## config.mk

```make
export PLATFORM = sky130hd
export DESIGN_NAME = expression_token_scanner
export DESIGN_NICKNAME = d
export VERILOG_FILES = /design/src/design/etsc_pkg.sv /design/src/design/expression_token_scanner.sv /design/src/design/etsc_front.sv /design/src/design/etsc_queue.sv /design/src/design/etsc_back.sv
export SDC_FILE = /design/constraint.sdc
export NUM_CORES = 1
export LEC_CHECK = 0
export BUFFER_PORTS_ARGS = -buffer_cell sky130_fd_sc_hd__buf_2
export CORE_AREA = 8 8 178 214
export DETAILED_ROUTE_END_ITERATION = 8
export DIE_AREA = 0 0 186 222
export PLACE_DENSITY = 0.56
export SYNTH_ARGS = -nofsm -noshare
export SYNTH_HDL_FRONTEND = slang
export SYNTH_HIERARCHICAL = 1
export SYNTH_SLANG_ARGS = --single-unit
```

## constraint.sdc

```tcl
create_clock -name clk -period 11.7 [get_ports clk]
set_clock_uncertainty 0.1 [all_clocks]
set_input_delay 0.585 -clock clk [delete_from_list [all_inputs] [get_ports clk]]
set_output_delay 0.585 -clock clk [all_outputs]
set_load 0.05 [all_outputs]
```

## src/design/etsc_pkg.sv

```systemverilog
// etsc_pkg: shared token types and constants for the expression token scanner
`timescale 1ns / 1ps

package etsc_pkg;

  // widths of the result fields
  localparam int unsigned OUT_W   = 16;
  localparam int unsigned CH_W    = 8;
  localparam int unsigned KIND_W  = 4;
  localparam logic [OUT_W-1:0] OUT_MAX = '1;

  // token queue between scanner and output stage
  localparam int unsigned QDEPTH  = 4;
  localparam int unsigned QPTR_W  = $clog2(QDEPTH);
  localparam int unsigned QCNT_W  = $clog2(QDEPTH + 1);

  // packed stream data: kind, offset, length, zero padding to whole bytes
  localparam int unsigned TDATA_BITS = KIND_W + OUT_W + OUT_W;
  localparam int unsigned TDATA_W    = ((TDATA_BITS + 7) / 8) * 8;

  // token kinds
  typedef enum logic [KIND_W-1:0] {
    KIND_ERR    = 4'd0,
    KIND_EOF    = 4'd1,
    KIND_IDENT  = 4'd2,
    KIND_NUMBER = 4'd3,
    KIND_PLUS   = 4'd4,
    KIND_MINUS  = 4'd5,
    KIND_STAR   = 4'd6,
    KIND_SLASH  = 4'd7,
    KIND_PCT    = 4'd8,
    KIND_CARET  = 4'd9,
    KIND_EQ     = 4'd10,
    KIND_LPAREN = 4'd11,
    KIND_RPAREN = 4'd12,
    KIND_COMMA  = 4'd13
  } kind_t;

  // character codes
  localparam logic [CH_W-1:0] CH_NUL    = 8'h00;
  localparam logic [CH_W-1:0] CH_DOT    = 8'h2E;
  localparam logic [CH_W-1:0] CH_UNDER  = 8'h5F;
  localparam logic [CH_W-1:0] CH_PLUS   = 8'h2B;
  localparam logic [CH_W-1:0] CH_MINUS  = 8'h2D;
  localparam logic [CH_W-1:0] CH_STAR   = 8'h2A;
  localparam logic [CH_W-1:0] CH_SLASH  = 8'h2F;
  localparam logic [CH_W-1:0] CH_PCT    = 8'h25;
  localparam logic [CH_W-1:0] CH_CARET  = 8'h5E;
  localparam logic [CH_W-1:0] CH_EQ     = 8'h3D;
  localparam logic [CH_W-1:0] CH_LPAREN = 8'h28;
  localparam logic [CH_W-1:0] CH_RPAREN = 8'h29;
  localparam logic [CH_W-1:0] CH_COMMA  = 8'h2C;
  localparam logic [CH_W-1:0] CH_SPACE  = 8'h20;
  localparam logic [CH_W-1:0] CH_TAB    = 8'h09;
  localparam logic [CH_W-1:0] CH_CR     = 8'h0D;
  localparam logic [CH_W-1:0] CH_0      = 8'h30;
  localparam logic [CH_W-1:0] CH_9      = 8'h39;
  localparam logic [CH_W-1:0] CH_LA     = 8'h61;
  localparam logic [CH_W-1:0] CH_LZ     = 8'h7A;
  localparam logic [CH_W-1:0] CH_UA     = 8'h41;
  localparam logic [CH_W-1:0] CH_UZ     = 8'h5A;

  // one token record
  typedef struct packed {
    kind_t            kind;
    logic [OUT_W-1:0] offset;
    logic [OUT_W-1:0] length;
    logic             last;
  } tok_t;

  // tokens produced by one accepted byte
  typedef struct packed {
    logic [1:0] cnt;
    tok_t       t0;
    tok_t       t1;
  } push_t;

endpackage

```

## src/design/expression_token_scanner.sv

```systemverilog
// expression_token_scanner: streaming lexer for calculator expression text
//
//   channel | dir | tdata fields (low bit up)                   | tlast
//   in_     | in  | ch[7:0]                                     | -
//   out_    | out | token_kind[3:0] token_offset[19:4]          | last_of_run
//           |     | token_length[35:20] zero[39:36]             |
//
// one byte is taken per cycle while the token queue has room for two tokens
// a byte yields zero, one or two tokens; the result port sends one token a cycle
// while out_tready is high, so the output stage paces a run of two-token bytes
// a byte's first token goes through the queue, then the output register
// rst_n is synchronous, active low, and rewinds the scan state and empties the queue
// a stall on the result side fills the queue and then drops in_tready
`timescale 1ns / 1ps

module expression_token_scanner import etsc_pkg::*; #(
  parameter int unsigned POS_WIDTH = 16
) (
  input  logic               clk,
  input  logic               rst_n,
  input  logic               in_tvalid,
  output logic               in_tready,
  input  logic [CH_W-1:0]    in_tdata,   // ch
  output logic               out_tvalid,
  input  logic               out_tready,
  output logic [TDATA_W-1:0] out_tdata,  // token_kind, token_offset, token_length
  output logic               out_tlast
);

  push_t push;
  logic  q_space;
  logic  q_valid;
  tok_t  q_head;
  logic  q_pop;

  // classify and scan
  etsc_front #(
    .POS_WIDTH (POS_WIDTH)
  ) u_front (
    .clk       (clk),
    .rst_n     (rst_n),
    .in_tvalid (in_tvalid),
    .in_tready (in_tready),
    .in_ch     (in_tdata),
    .q_space   (q_space),
    .push      (push)
  );

  // token queue
  etsc_queue u_queue (
    .clk     (clk),
    .rst_n   (rst_n),
    .push    (push),
    .q_space (q_space),
    .q_valid (q_valid),
    .q_head  (q_head),
    .q_pop   (q_pop)
  );

  // result stream
  etsc_back u_back (
    .clk        (clk),
    .rst_n      (rst_n),
    .q_valid    (q_valid),
    .q_head     (q_head),
    .q_pop      (q_pop),
    .out_tvalid (out_tvalid),
    .out_tready (out_tready),
    .out_tdata  (out_tdata),
    .out_tlast  (out_tlast)
  );

endmodule

```

## src/design/etsc_front.sv

```systemverilog
// etsc_front: byte classifier and scan state, produces up to two tokens per item
`timescale 1ns / 1ps

module etsc_front import etsc_pkg::*; #(
  parameter int unsigned POS_WIDTH = 16
) (
  input  logic            clk,
  input  logic            rst_n,
  input  logic            in_tvalid,
  output logic            in_tready,
  input  logic [CH_W-1:0] in_ch,
  input  logic            q_space,
  output push_t           push
);

  typedef enum logic [1:0] {
    MODE_IDLE,
    MODE_IDENT,
    MODE_INT,
    MODE_FRAC
  } mode_t;

  localparam logic [POS_WIDTH-1:0] POS_MAX = '1;
  localparam int unsigned EXT_W = POS_WIDTH + OUT_W;

  mode_t                mode_r, mode_nxt;
  logic [POS_WIDTH-1:0] pos_r, pos_nxt;
  logic [POS_WIDTH-1:0] start_r, start_nxt;

  logic  acc;
  logic  is_digit, is_letter, is_space, is_ident;
  logic  flush_v, fresh_v;
  tok_t  flush_tok, fresh_tok;
  kind_t op_kind;

  // saturate a position to the result field width
  function automatic logic [OUT_W-1:0] clip(input logic [POS_WIDTH-1:0] v);
    logic [EXT_W-1:0] ext;
    ext = EXT_W'(v);
    if (ext > EXT_W'(OUT_MAX)) return OUT_MAX;
    return ext[OUT_W-1:0];
  endfunction

  assign in_tready = q_space;
  assign acc       = in_tvalid && in_tready;

  // byte classes
  assign is_digit  = (in_ch >= CH_0) && (in_ch <= CH_9);
  assign is_letter = ((in_ch >= CH_LA) && (in_ch <= CH_LZ)) ||
                     ((in_ch >= CH_UA) && (in_ch <= CH_UZ));
  assign is_space  = (in_ch == CH_SPACE) || ((in_ch >= CH_TAB) && (in_ch <= CH_CR));
  assign is_ident  = is_letter || is_digit || (in_ch == CH_UNDER);

  // operator decoder
  always_comb begin
    unique case (in_ch)
      CH_PLUS:   op_kind = KIND_PLUS;
      CH_MINUS:  op_kind = KIND_MINUS;
      CH_STAR:   op_kind = KIND_STAR;
      CH_SLASH:  op_kind = KIND_SLASH;
      CH_PCT:    op_kind = KIND_PCT;
      CH_CARET:  op_kind = KIND_CARET;
      CH_EQ:     op_kind = KIND_EQ;
      CH_LPAREN: op_kind = KIND_LPAREN;
      CH_RPAREN: op_kind = KIND_RPAREN;
      CH_COMMA:  op_kind = KIND_COMMA;
      default:   op_kind = KIND_ERR;
    endcase
  end

  // scan step: flush of a pending token, then the byte taken on its own
  always_comb begin
    mode_nxt  = mode_r;
    start_nxt = start_r;
    pos_nxt   = (pos_r != POS_MAX) ? pos_r + 1'b1 : pos_r;
    flush_v   = 1'b0;
    fresh_v   = 1'b0;
    flush_tok.kind   = KIND_IDENT;
    flush_tok.offset = clip(start_r);
    flush_tok.length = clip(pos_r - start_r);
    flush_tok.last   = 1'b0;
    fresh_tok.kind   = op_kind;
    fresh_tok.offset = clip(pos_r);
    fresh_tok.length = (pos_r != POS_MAX) ? OUT_W'(1) : '0;
    fresh_tok.last   = 1'b1;

    unique case (mode_r)
      MODE_IDENT: begin
        if (!is_ident) begin
          flush_v  = 1'b1;
          mode_nxt = MODE_IDLE;
        end
      end
      MODE_INT: begin
        if (in_ch == CH_DOT) begin
          mode_nxt = MODE_FRAC;
        end else if (!is_digit) begin
          flush_v        = 1'b1;
          flush_tok.kind = KIND_NUMBER;
          mode_nxt       = MODE_IDLE;
        end
      end
      MODE_FRAC: begin
        if (!is_digit) begin
          flush_v        = 1'b1;
          flush_tok.kind = KIND_NUMBER;
          mode_nxt       = MODE_IDLE;
        end
      end
      default: begin
      end
    endcase

    if (mode_r == MODE_IDLE || flush_v) begin
      if (in_ch == CH_NUL) begin
        // end of text: eof token and rewind
        fresh_v          = 1'b1;
        fresh_tok.kind   = KIND_EOF;
        fresh_tok.length = '0;
        mode_nxt         = MODE_IDLE;
        pos_nxt          = '0;
        start_nxt        = '0;
      end else if (is_digit) begin
        mode_nxt  = MODE_INT;
        start_nxt = pos_r;
      end else if (is_letter || in_ch == CH_UNDER) begin
        mode_nxt  = MODE_IDENT;
        start_nxt = pos_r;
      end else if (!is_space) begin
        fresh_v   = 1'b1;
        start_nxt = pos_r;
      end
    end
  end

  // queue push: flushed token first, last flag on the final one
  always_comb begin
    push.cnt = acc ? ({1'b0, flush_v} + {1'b0, fresh_v}) : 2'd0;
    push.t0  = flush_v ? flush_tok : fresh_tok;
    push.t0.last = !(flush_v && fresh_v);
    push.t1  = fresh_tok;
  end

  // scan state
  always_ff @(posedge clk) begin
    if (!rst_n) begin
      mode_r  <= MODE_IDLE;
      pos_r   <= '0;
      start_r <= '0;
    end else if (acc) begin
      mode_r  <= mode_nxt;
      pos_r   <= pos_nxt;
      start_r <= start_nxt;
    end
  end

endmodule

```

## src/design/etsc_queue.sv

```systemverilog
// etsc_queue: small token queue, up to two pushes and one pop per cycle
`timescale 1ns / 1ps

module etsc_queue import etsc_pkg::*; (
  input  logic  clk,
  input  logic  rst_n,
  input  push_t push,
  output logic  q_space,
  output logic  q_valid,
  output tok_t  q_head,
  input  logic  q_pop
);

  tok_t              mem_r [QDEPTH];
  logic [QPTR_W-1:0] wr_ptr_r, wr_ptr_nxt;
  logic [QPTR_W-1:0] rd_ptr_r, rd_ptr_nxt;
  logic [QCNT_W-1:0] count_r, count_nxt;
  logic              do_pop;

  // room for two tokens so a whole item always fits
  assign q_space = (count_r <= QCNT_W'(QDEPTH - 2));
  assign q_valid = (count_r != '0);
  assign q_head  = mem_r[rd_ptr_r];
  assign do_pop  = q_pop && q_valid;

  // pointer and fill count update
  always_comb begin
    wr_ptr_nxt = wr_ptr_r + QPTR_W'(push.cnt);
    rd_ptr_nxt = rd_ptr_r + QPTR_W'(do_pop);
    count_nxt  = count_r + QCNT_W'(push.cnt) - QCNT_W'(do_pop);
  end

  // storage
  always_ff @(posedge clk) begin
    if (push.cnt != 2'd0) begin
      mem_r[wr_ptr_r] <= push.t0;
    end
    if (push.cnt == 2'd2) begin
      mem_r[wr_ptr_r + 1'b1] <= push.t1;
    end
  end

  // control
  always_ff @(posedge clk) begin
    if (!rst_n) begin
      wr_ptr_r <= '0;
      rd_ptr_r <= '0;
      count_r  <= '0;
    end else begin
      wr_ptr_r <= wr_ptr_nxt;
      rd_ptr_r <= rd_ptr_nxt;
      count_r  <= count_nxt;
    end
  end

endmodule

```

## src/design/etsc_back.sv

```systemverilog
// etsc_back: output register that drains the token queue onto the result stream
`timescale 1ns / 1ps

module etsc_back import etsc_pkg::*; (
  input  logic               clk,
  input  logic               rst_n,
  input  logic               q_valid,
  input  tok_t               q_head,
  output logic               q_pop,
  output logic               out_tvalid,
  input  logic               out_tready,
  output logic [TDATA_W-1:0] out_tdata,
  output logic               out_tlast
);

  logic out_valid_r;
  tok_t out_tok_r;

  // load when the register is empty or being taken
  assign q_pop = q_valid && (!out_valid_r || out_tready);

  always_ff @(posedge clk) begin
    if (!rst_n) begin
      out_valid_r <= 1'b0;
    end else if (q_pop) begin
      out_valid_r <= 1'b1;
    end else if (out_tready) begin
      out_valid_r <= 1'b0;
    end
  end

  always_ff @(posedge clk) begin
    if (q_pop) begin
      out_tok_r <= q_head;
    end
  end

  // pack kind, offset, length from the low bits up
  assign out_tvalid = out_valid_r;
  assign out_tdata  = TDATA_W'({out_tok_r.length, out_tok_r.offset, out_tok_r.kind});
  assign out_tlast  = out_tok_r.last;

endmodule

```

# Word level (Yosys, flattened, before mapping)
# Memories as Yosys holds them, arrays and structs flattened. A register that Yosys moved wholly into a read port is not among the register bits.
# Cells that the tools add are included.
# word_totals
ff_bits	42
latchBits	0
mem_bits_rw	148
romBits	0
in_bits	12
out_inout_bits	43
elab_cells	108
mem_count	1
# memory_table
memory	words	word_bits	read_ports	rd_clocked_by_memory_dff	write_ports	line	rtl
u_queue.mem_r	4	37	1	1	2	etsc_queue.sv:14	tok_t mem_r [QDEPTH];
# classes
n_addsub	8
mul	0
div_mod_pow	0
n_lt_le_gt_ge	9
eq_ne	19
n_shift	0
n_mux	41
bitwise	0
n_reduce_logical	23
# op_table
op	count
$mux W16	9
$eq A8 B6 Y1 const B	11
$pmux W4 S10	1
$mux W37	1
$add A16 B1 Y16 const B	1
$eq A8 B7 Y1 const B	2
$ge A8 B7 Y1 const B	2
$le A8 B7 Y1 const B	2
$mux W1	16
$mux W2	8
$ne A16 B16 Y1 const B	1
$sub A16 B16 Y16	1
$mux W4	3
$ge A8 B4 Y1 const B	1
$ge A8 B6 Y1 const B	1
$le A8 B4 Y1 const B	1
$le A8 B6 Y1 const B	1
$logic_and A1 B1 Y1	8
$logic_not A8 Y1	1
$pmux W4 S2	1
$logic_or A1 B1 Y1	7
$eq A2 B2 Y1 const B	3
$pmux W2 S3	1
$ne A4 B3 Y1 const B	1
other kinds (14)	16

# Longest topological paths before layout
# Gate-level depths: netlist of the first run.
# logic_depth
word_depth	14
ltp_mapped	19

# Cells and area by module
# The synthesis of the first run kept the hierarchy.
# modules_own_cells
module	instances	cells_per_inst	area_per_inst_um2	seq_area_each_um2
etsc_queue	1	402	7596.0	4584.4
etsc_front	1	410	3150.5	680.7
etsc_back	1	46	1192.4	1131.1

# Least setup slack after synthesis of the first run
# No wires, ideal clock.
# synth_timing
path_type	input to register
from	input in_tdata[4]
to	memory u_queue/mem_r[0][0] (netlist name) (enable)
arrival_time_ps	5088
slack_ps	6030
path_stages	12
path_buffers	3
cell_sequence	buf_2 > nand3b_1 > nor3_1 > nand2b_1 > a21o_1 > buf_4 > inv_4 > buf_6 > ha_1 > and3_1 > o21bai_1 > o21ai_0
# synth_lines
item	line	rtl
from (decl)	expression_token_scanner.sv:23	input logic [CH_W-1:0] in_tdata,
to (decl)	etsc_queue.sv:14	

==> results of run 1 <==
## where the power goes
part	switching, mW	internal, mW
clock	0.305	0.400
combinational	0.529	0.257
sequential	0.0627	1.06
## metrics by stage
stage	area (um^2)	setup WS, ns	hold WS (ns)	total power, mW	util
after detailed placement	12520	6.102	0.3638	1.947	0.3627
after floorplan	12000	6.030	0.3443	1.751	-
after global routing	13230	6.290	0.2994	2.737	0.3832
after CTS	13230	6.627	0.2919	2.661	0.3832
final	13230	6.672	0.3141	2.615	0.3832
after global placement	12520	6.216	0.3582	1.943	0.3627
## worst register-to-register path, stage by stage (launching register included)
cell      delay [ns]
dfxtp_1         0.39
nor3_1          0.36
nand2b_1        0.15
a21o_1          0.60
inv_4           0.28
ha_1            0.36
and3_1          0.24
nand4b_1        0.80
buf_4           0.52
o21ai_4         0.20
buf_4           0.48
## layer usage
metal	wire [um]	vias to the layer above	global-route usage
li1	-	3308	-
met1	11510	3485	0.1615
met2	13790	106	0.2346
met3	1111	26	0.01754
met4	391	0	0.03232
met5	0	-	0
## flip-flops by register name (all words and copies together) (netlist names)
name,count
u_queue/count_r,3
u_front/mode_r,2
u_front/pos_r,16
u_back/out_tdata,36
u_queue/wr_ptr_r,2
u_front/start_r,16
u_queue/mem_r,148
u_back/out_tvalid,1
u_back/out_tlast,1
u_queue/rd_ptr_r,2
## kinds of logic after synthesis
logic type | count (synthesis)
other | 3
AND/OR/NAND/NOR | 173
multiplexers | 225
AO/OA/AOI/OAI | 85
adder cells (fa/ha/maj) | 22
flip-flops | 227
XOR/XNOR | 25
buffers and inverters | 98
## placed cells by master (no fill, tap or decap), types with 15 or more instances in the layout
master       n
a21oi_1     17
buf_2       50
buf_4       15
clkbuf_16   25
conb_1      20
dfxtp_1     40
edfxtp_1   185
ha_1        20
inv_1       34
mux2_2     157
mux2i_1     23
mux4_2      37
nand2_1     57
nor2_1      42
o21ai_0     16
## worst max-delay path by stage
stage,from,endpoint,slack (ns),cells after the start
4_1_cts,in_tdata[7],u_queue/mem_r[0][20],6.63,13
2_1_floorplan,in_tdata[4],u_queue/mem_r[0][0],6.03,12
3_3_place_gp,in_tdata[7],u_queue/mem_r[0][23],6.22,13
3_5_place_dp,in_tdata[7],u_queue/mem_r[0][19],6.10,13
6_report,in_tdata[7],u_queue/mem_r[0][24],6.67,13
5_1_grt,in_tdata[7],u_queue/mem_r[0][20],6.29,13
## layout make-up
class | count | area share
flip-flops and latches | 227 | 0.4836
inverters | 35 | 0.01012
clock buffers | 34 | 0.05135
clock inverters | 6 | 0.002080
well taps | 462 | 0.04369
repair buffers | 65 | 0.02742
multi-input cells | 550 | 0.3818
==> impl_metrics.csv, run 1 <==
group,metric,value,unit
outcome,status,"finished, final reports clean",
synth,yosysMostFrequentCell,"edfxtp_1",
final_layout,multi_input_area,0.005051,mm^2
worst_setup_path,cp-end-kind,"flop",
clock_network,cts_resized,0,
timing,period_minus_slack,5.028,ns
final_layout,regArea,0.006399,mm^2
drt,detail-route-antenna-nets,0,
worst_setup_path,critical_path_required,11.76,ns
synth,synth.area.mux_share,0.2450,
pwr,vdd_drop_max,0.00006841,V
timing,tightestPinTransition,1.009,ns
grt,overflow,0,
worst_setup_path,crit_slowest_cell,"nand4b_1",
final_layout,syn2layout_area_growth,10.83,%
drt,drc,0,
floorplan,die_w,186,um
drt,vias,6925,
hold_path,worstHoldStart,"out_tready",
synth,syn_avg_cell_area,13.91,um^2
final_layout,n_fill_cell,3345,
worst_setup_path,max_stage_delay,0.80,ns
drt,wl,26.81,mm
final_layout,final_cell_count_no_fill,1379,
clock_network,numClockSinks,227,
synth,synthXorXnorAreaFrac,0.02065,
synth,synth-adder-area-share,0.02431,
grt,grt_usage,0.1307,
worst_setup_path,critPathBufInv,4,
worst_setup_path,crit_family,"simple AND/OR/NAND/NOR gates",
grt,grt_max_degree,41,
synth,synth_top_family_by_area,"multiplexers",
timing,fin_crit_sh,0.4298,
clock_network,postCtsSetupBuffers,0,
synth,synthTopCellsByCount,"edfxtp_1, mux2_2, nand2_1, nor2_1, dfxtp_1",
synth,synth_ff_type,"edfxtp_1",
worst_setup_path,r2r_slack,6.82,ns
worst_setup_path,r2r_start,"u_front/mode_r[0]",
clock_network,htreeDepth,1,
synth,yosys.area.top_type,"edfxtp_1",
hold_path,hold_path.class,"in2reg",
grt,grt_pass1_wl,42.57,mm
placement,gp_congestion,0.8100,
grt,antenna_found_initial,0,
worst_setup_path,reg2reg_depth,10,
timing,rsz0062_at_grt,"false",
worst_setup_path,cp_max_fo,28,
job,cap_violations,0,
floorplan,pin_count,55,
placement,place_inst,1339,
grt,first_global_vias,7348,
synth,syn_area,0.01194,mm^2
worst_setup_path,rr_endpoint,"u_queue/mem_r[0][24]",
final_layout,finalNetCount,937,
floorplan,die_y,222,um
drt,via_per_inst,5.022,
synth,synth_compound_area_frac,0.04988,
hold_path,hold_end,"u_back/out_tvalid",
hold_path,hold_path_depth,3,
timing,maxSlewViolCount,0,
synth,ys_seq_elements,227,
clock_network,clk_pin_slew,0.06,ns
timing,finalSetupViolCount,0,
clock_network,cts_buffers,24,
floorplan,floorplan.initialDensity,0.3457,
timing,setup_tns,0,ns
synth,netlist.area_leader.share,0.4653,
worst_setup_path,cp-start-kind,"primary input",
clock_network,clock_latency,0.52,ns
placement,dp_hpwl,17.60,mm
drt,firstDrtPassIters,4,
worst_setup_path,critical_path.cell_chain,"buf_2 > nor2_1 > nand3b_1 > nor3_1 > nand2b_1 > a21o_1 > inv_4 > ha_1 > and3_1 > nand4b_1 > buf_4 > o21ai_4 > buf_4",
timing,hold_viol_final,0,
clock_network,cts_tree,"built",
clock_network,hold_buffers,0,
synth,synthSimpleGateAreaFrac,0.07263,
synth,synthesis.instances,858,
clock_network,clockBufferDepth,3,
worst_setup_path,critPathKind,"in2reg",
synth,synth_edf_count,185,
timing,fmax,0.1989,GHz
placement,numPortBuffers,50,
pwr,p_leak,4.842,nW
drt,avgRoutedWirePerCell,19.44,um
floorplan,core,0.03453,mm^2
synth,ys_warn_count,6,
floorplan,die_area,0.04129,mm^2
timing,max-slew-margin-rel,0.3273,
synth,ys_seq_area_frac,0.5357,
synth,yosys-top-cells-area,"edfxtp_1, mux2_2, dfxtp_1",
final_layout,drive_above_1_share,0.3424,
worst_setup_path,critPathArrivalTime,5.09,ns
drt,drtIter0Drc,376,
synth,async_reset_ff_frac,0,
worst_setup_path,cpMostUsedCell,"buf_4",
synth,synth_cell_types,68,
pwr,powerDensity,197.6,mW/mm^2
final_layout,num_antenna_cells,0,
clock_network,root_buffer,"clkbuf_16",
floorplan,std_cell_rows,75,
(Power assumes the default switching activity.)
==> run 2, diff against run 1 <==
--- a/config.mk
+++ b/config.mk
@@ -9,7 +9,7 @@
 export CORE_AREA = 8 8 178 214
 export DETAILED_ROUTE_END_ITERATION = 8
 export DIE_AREA = 0 0 186 222
-export PLACE_DENSITY = 0.56
+export PLACE_DENSITY = 0.58
 export SYNTH_ARGS = -nofsm -noshare
 export SYNTH_HDL_FRONTEND = slang
 export SYNTH_HIERARCHICAL = 1
==> constraint.sdc (replaced) <==
create_clock -name clk -period 4.4 [get_ports clk]
set_clock_uncertainty 0.1 [all_clocks]
set_input_delay 0.22 -clock clk [delete_from_list [all_inputs] [get_ports clk]]
set_output_delay 0.22 -clock clk [all_outputs]
set_load 0.05 [all_outputs]
==> run 2 against run 1 <==
Net effect:
- sequential power increased to 2.7 times the previous value
- highest routed layer unchanged
- setup slack got worse by 5.8 ns
- core utilization is 0.43 points higher
- sequential share of layout area fell by 0.54 points
- largest cell class unchanged
- total power grew to 2.7 times the previous value
- flip-flop and latch count unchanged
- via count increased by 0.19%
==> impl_metrics.csv, run 2 (synthesis results as in run 1) <==
group,metric,value,unit
clock_network,postCtsSetupBuffers,0,
drt,via_per_inst,4.999,
worst_setup_path,max_stage_delay,0.65,ns
worst_setup_path,rr_endpoint,"u_queue/mem_r[0][4]",
timing,hold_viol_final,0,
clock_network,htreeDepth,1,
clock_network,numClockSinks,227,
floorplan,die_w,186,um
worst_setup_path,cp-end-kind,"flop",
placement,gp_congestion,0.8048,
final_layout,final_cell_mix,"edfxtp_1, mux2_2, nand2_1",
drt,avgRoutedWirePerCell,19.01,um
floorplan,floorplan.initialDensity,0.3457,
grt,grt_max_degree,40,
drt,drtIter0Drc,333,
timing,setup_tns,0,ns
worst_setup_path,r2r_start,"u_front/mode_r[0]",
final_layout,syn2layout_area_growth,12.08,%
floorplan,pin_count,55,
worst_setup_path,reg2reg_depth,10,
placement,numPortBuffers,50,
drt,drc,0,
grt,grt_pass1_wl,41.95,mm
clock_network,cts_buffers,25,
drt,detail-route-antenna-nets,0,
pwr,vdd_drop_max,0.0002461,V
timing,hold_ws,0.1429,ns
hold_path,hold_path.class,"in2reg",
worst_setup_path,r2r_slack,0.87,ns
hold_path,hold_end,"u_front/start_r[12]",
worst_setup_path,critical_path_required,4.53,ns
outcome,status,"finished, final reports clean",
worst_setup_path,cp-start-kind,"flop",
timing,fin_crit_sh,0.8012,
clock_network,clock_latency,0.54,ns
drt,vias,6938,
floorplan,die_area,0.04129,mm^2
timing,fmax,0.2837,GHz
grt,antenna_found_initial,0,
floorplan,std_cell_rows,75,
final_layout,drive_above_1_share,0.3510,
final_layout,num_antenna_cells,0,
timing,period_minus_slack,3.525,ns
clock_network,cts_tree,"built",
timing,maxSlewViolCount,0,
timing,max-slew-margin-rel,0.3657,
final_layout,largest_register_ff_count,148,
grt,overflow,0,
job,cap_violations,0,
final_layout,n_fill_cell,3327,
drt,wl,26.38,mm
final_layout,finalNetCount,941,
grt,grt_usage,0.1294,
worst_setup_path,crit_slowest_cell,"o21ai_4",
placement,dp_hpwl,16.87,mm
drt,firstDrtPassIters,7,
pwr,powerDensity,528.2,mW/mm^2
clock_network,cts_resized,0,
pwr,p_leak,4.908,nW
clock_network,clockBufferDepth,3,
final_layout,largest-register,"u_queue/mem_r",
hold_path,worstHoldStart,"rst_n",
timing,rsz0062_at_grt,"false",
floorplan,die_y,222,um
worst_setup_path,critPathKind,"reg2reg",
worst_setup_path,cp_max_fo,21,
grt,first_global_vias,7186,
timing,tightestPinTransition,0.9434,ns
clock_network,hold_buffers,1,
timing,finalSetupViolCount,0,
hold_path,hold_path_depth,3,
worst_setup_path,critPathArrivalTime,3.65,ns
worst_setup_path,critical_path.cell_chain,"nor3_1 > nand2b_1 > a21o_1 > inv_4 > ha_1 > inv_1 > nor2_1 > o21bai_1 > o21ai_4 > buf_12",
clock_network,root_buffer,"clkbuf_16",
clock_network,clk_pin_slew,0.07,ns
final_layout,layout_commonest_cell,"edfxtp_1",
floorplan,core,0.03453,mm^2
## run 2: power breakdown
| part | switching [mW] | internal (mW) | total (mW) |
|---|---|---|---|
| sequential | 0.195 | 2.82 | 3.01 |
| clock | 0.851 | 1.12 | 1.97 |
| combinational | 1.38 | 0.707 | 2.08 |
| total | 2.42 | 4.64 | 7.07 |
## run 2: worst max-delay path by stage
stage	startpoint	to	slack, ns
finish	u_front/mode_r[0]	u_queue/mem_r[0][4]	0.87
global route	u_front/mode_r[0]	u_queue/mem_r[0][2]	0.65
CTS	u_front/mode_r[0]	u_queue/mem_r[0][2]	0.85
detailed placement	in_tdata[1]	u_queue/mem_r[0][12]	0.61
global placement	in_tdata[1]	u_queue/mem_r[0][11]	0.73
floorplan	in_tdata[4]	u_queue/mem_r[2][0]	0.02
## run 2: area by class of cell
type	instances	area (um^2)	share of cell area
flip-flops and latches	227	6399	0.4782
multi-input cells	550	5051	0.3775
clock buffers	35	703.2	0.05255
well taps	462	578.1	0.04320
repair buffers	68	450.4	0.03366
inverters	35	133.9	0.01000
clock inverters	11	66.31	0.004956
## run 2: stage by stage
stage	instance area, um^2	instances	total power [mW]	util	setup slack (ns)
5_1_grt	13380	1388	7.407	0.3875	0.6476
3_5_place_dp	12600	1341	5.202	0.3649	0.6144
6_report	13380	1388	7.069	0.3875	0.8747
4_1_cts	13380	1388	7.198	0.3875	0.8496
3_3_place_gp	12600	1341	5.193	0.3649	0.7276
2_1_floorplan	12000	875	4.650	-	0.01558
## run 2: routing by layer
layer  wire length [um]  global-route usage
met4                501             0.03898
met1              11450              0.1589
met2              13460              0.2309
met5                  0                   0
met3                966             0.01639
## run 2: critical path: cells and delay by family (launching register included)
kind	cells	cell delay, ns
AO/OA/AOI/OAI	3	1.11
flip-flops	1	0.49
buffers and inverters	3	0.58
adder cells (fa/ha/maj)	1	0.19
AND/OR/NAND/NOR	3	0.73
==> run 3, diff against run 2 <==
==> constraint.sdc (replaced) <==
create_clock -name clk -period 3 [get_ports clk]
set_clock_uncertainty 0.1 [all_clocks]
set_input_delay 0.15 -clock clk [delete_from_list [all_inputs] [get_ports clk]]
set_output_delay 0.15 -clock clk [all_outputs]
set_load 0.05 [all_outputs]
==> run 3 against run 2 <==
Net effect:
- final area is 4.9% higher
- setup slack worse by 0.66 ns
- sequential power is 43% higher
- wire length is 2.0% higher
- hold slack better by 0.051 ns
==> impl_metrics.csv, run 3 (synthesis results as in run 1) <==
group,metric,value,unit
timing,finalSetupViolCount,0,
floorplan,core,0.03453,mm^2
final_layout,drive_above_1_share,0.3966,
timing,worst_slack,0.2156,ns
floorplan,floorplan.initialDensity,0.3457,
outcome,status,"finished, final reports clean",
clock_network,root_buffer,"clkbuf_16",
worst_setup_path,cp-start-kind,"flop",
grt,grt_pass1_wl,42.92,mm
grt,grt_max_degree,39,
worst_setup_path,cp-end-kind,"flop",
drt,via_per_inst,4.903,
drt,detail-route-antenna-nets,0,
placement,numPortBuffers,50,
final_layout,final_cell_mix,"edfxtp_1, mux2_2, buf_4",
final_layout,final_cell_count_no_fill,1448,
worst_setup_path,crit_end,"u_queue/mem_r[0][9]",
clock_network,clk_pin_slew,0.07,ns
timing,maxSlewViolCount,0,
final_layout,num_antenna_cells,0,
floorplan,std_cell_rows,75,
floorplan,die_w,186,um
timing,fmax,0.3591,GHz
job,cap_violations,0,
drt,drc,0,
clock_network,clockBufferDepth,3,
grt,grt_usage,0.1318,
pwr,p_leak,5.249,nW
worst_setup_path,cp_max_fo,4,
placement,gp_congestion,0.8501,
hold_path,hold_path.class,"in2reg",
clock_network,cts_tree,"built",
timing,max-slew-margin-rel,0.5123,
drt,drtIter0Drc,391,
timing,fin_crit_sh,0.9281,
worst_setup_path,critPathKind,"reg2reg",
drt,avgRoutedWirePerCell,18.58,um
placement,dp_hpwl,18.45,mm
placement,dp_slack,-0.06753,ns
timing,rsz0062_at_grt,"false",
floorplan,die_y,222,um
worst_setup_path,rr_endpoint,"u_queue/mem_r[0][9]",
grt,overflow,0,
pwr,vdd_drop_max,0.0003591,V
pwr,p_total,10.46,mW
placement,placed_area,0.01328,mm^2
final_layout,syn2layout_area_growth,17.59,%
floorplan,pin_count,55,
grt,first_global_vias,7558,
timing,hold_viol_final,0,
timing,tightestPinTransition,0.7315,ns
placement,place_inst,1404,
clock_network,htreeDepth,1,
final_layout,layout_commonest_cell,"edfxtp_1",
worst_setup_path,critPathArrivalTime,2.95,ns
worst_setup_path,reg2reg_depth,10,
drt,vias,7099,
floorplan,die_area,0.04129,mm^2
worst_setup_path,crit_path_start,"u_front/start_r[0]",
worst_setup_path,critical_path_required,3.16,ns
final_layout,largest_register_ff_count,148,
final_layout,largest-register,"u_queue/mem_r",
timing,period_minus_slack,2.784,ns
drt,firstDrtPassIters,4,
clock_network,clock_latency,0.52,ns
hold_path,hold_path_depth,4,
drt,wl,26.90,mm
clock_network,cts_buffers,23,
grt,antenna_found_initial,0,
pwr,powerDensity,745.0,mW/mm^2
final_layout,finalNetCount,1003,
worst_setup_path,r2r_start,"u_front/start_r[0]",
clock_network,numClockSinks,227,
final_layout,fin_area,0.01404,mm^2
worst_setup_path,r2r_slack,0.22,ns
-- run 3: worst min path at each step --
stage | from | end | slack, ns
after floorplan | rst_n | u_back/out_tvalid | 0.17
after global placement | u_front/start_r[2] | u_front/start_r[2] | 0.35
after detailed placement | u_front/start_r[5] | u_front/start_r[5] | 0.37
after CTS | in_tvalid | u_front/pos_r[14] | 0.17
after global routing | in_tvalid | u_front/pos_r[14] | 0.20
final | in_tvalid | u_front/pos_r[14] | 0.19
-- run 3: area by class of cell --
| class | count | area (um^2) |
|---|---|---|
| sequential | 227 | 6400 |
| fill | 3294 | 20490 |
| tap | 462 | 578.1 |
| clock buffer | 28 | 604.3 |
| inverter | 35 | 138.9 |
| multi-input combinational | 550 | 5114 |
| clock inverter | 14 | 120.1 |
| timing repair buffer | 132 | 1084 |
-- run 3: layer usage --
| layer | up-vias | GRT usage | share of wire |
|---|---|---|---|
| met4 | 0 | 0.03078 | 0.016 |
| met2 | 104 | 0.2371 | 0.52 |
| met3 | 30 | 0.01607 | 0.032 |
| li1 | 3435 | - | - |
| met5 | - | 0 | 0 |
| met1 | 3530 | 0.1642 | 0.44 |
-- run 3: per-stage QoR --
| step | hold WS, ns | TNS (ns) | util |
|---|---|---|---|
| 6_report | 0.1940 | 0 | 0.4065 |
| 5_1_grt | 0.2005 | 0 | 0.4065 |
| 4_1_cts | 0.1730 | 0 | 0.4061 |
| 3_5_place_dp | 0.3660 | -2.314 | 0.3845 |
| 3_3_place_gp | 0.3546 | -3.556 | 0.3845 |
| 2_1_floorplan | 0.1676 | -6.286 | - |
-- run 3: power by group --
part,leakage [nW],switching (mW),internal (mW)
registers,2.15,0.181,4.13
logic,2.74,2.16,1.18
clock network,0.356,1.20,1.61
-- run 3: worst max-delay path, cell delays in order, from the launching register on --
cell,delay (ns)
dfxtp_2,0.36
ha_1,0.17
inv_1,0.05
fa_1,0.38
a211o_1,0.32
a21oi_2,0.16
o21ai_0,0.13
a21oi_2,0.21
xor2_1,0.23
nor2_1,0.13
mux2_2,0.28
-- run 3: repair_timing --
| action | CTS | global route |
|---|---|---|
| buffers inserted | 0 | 0 |
| endpoints found under the setup margin | 0 | 12 |
| endpoints found under the hold margin | 14 | 0 |
| hold buffers | 2 | 0 |
| resized for setup | 0 | 6 |
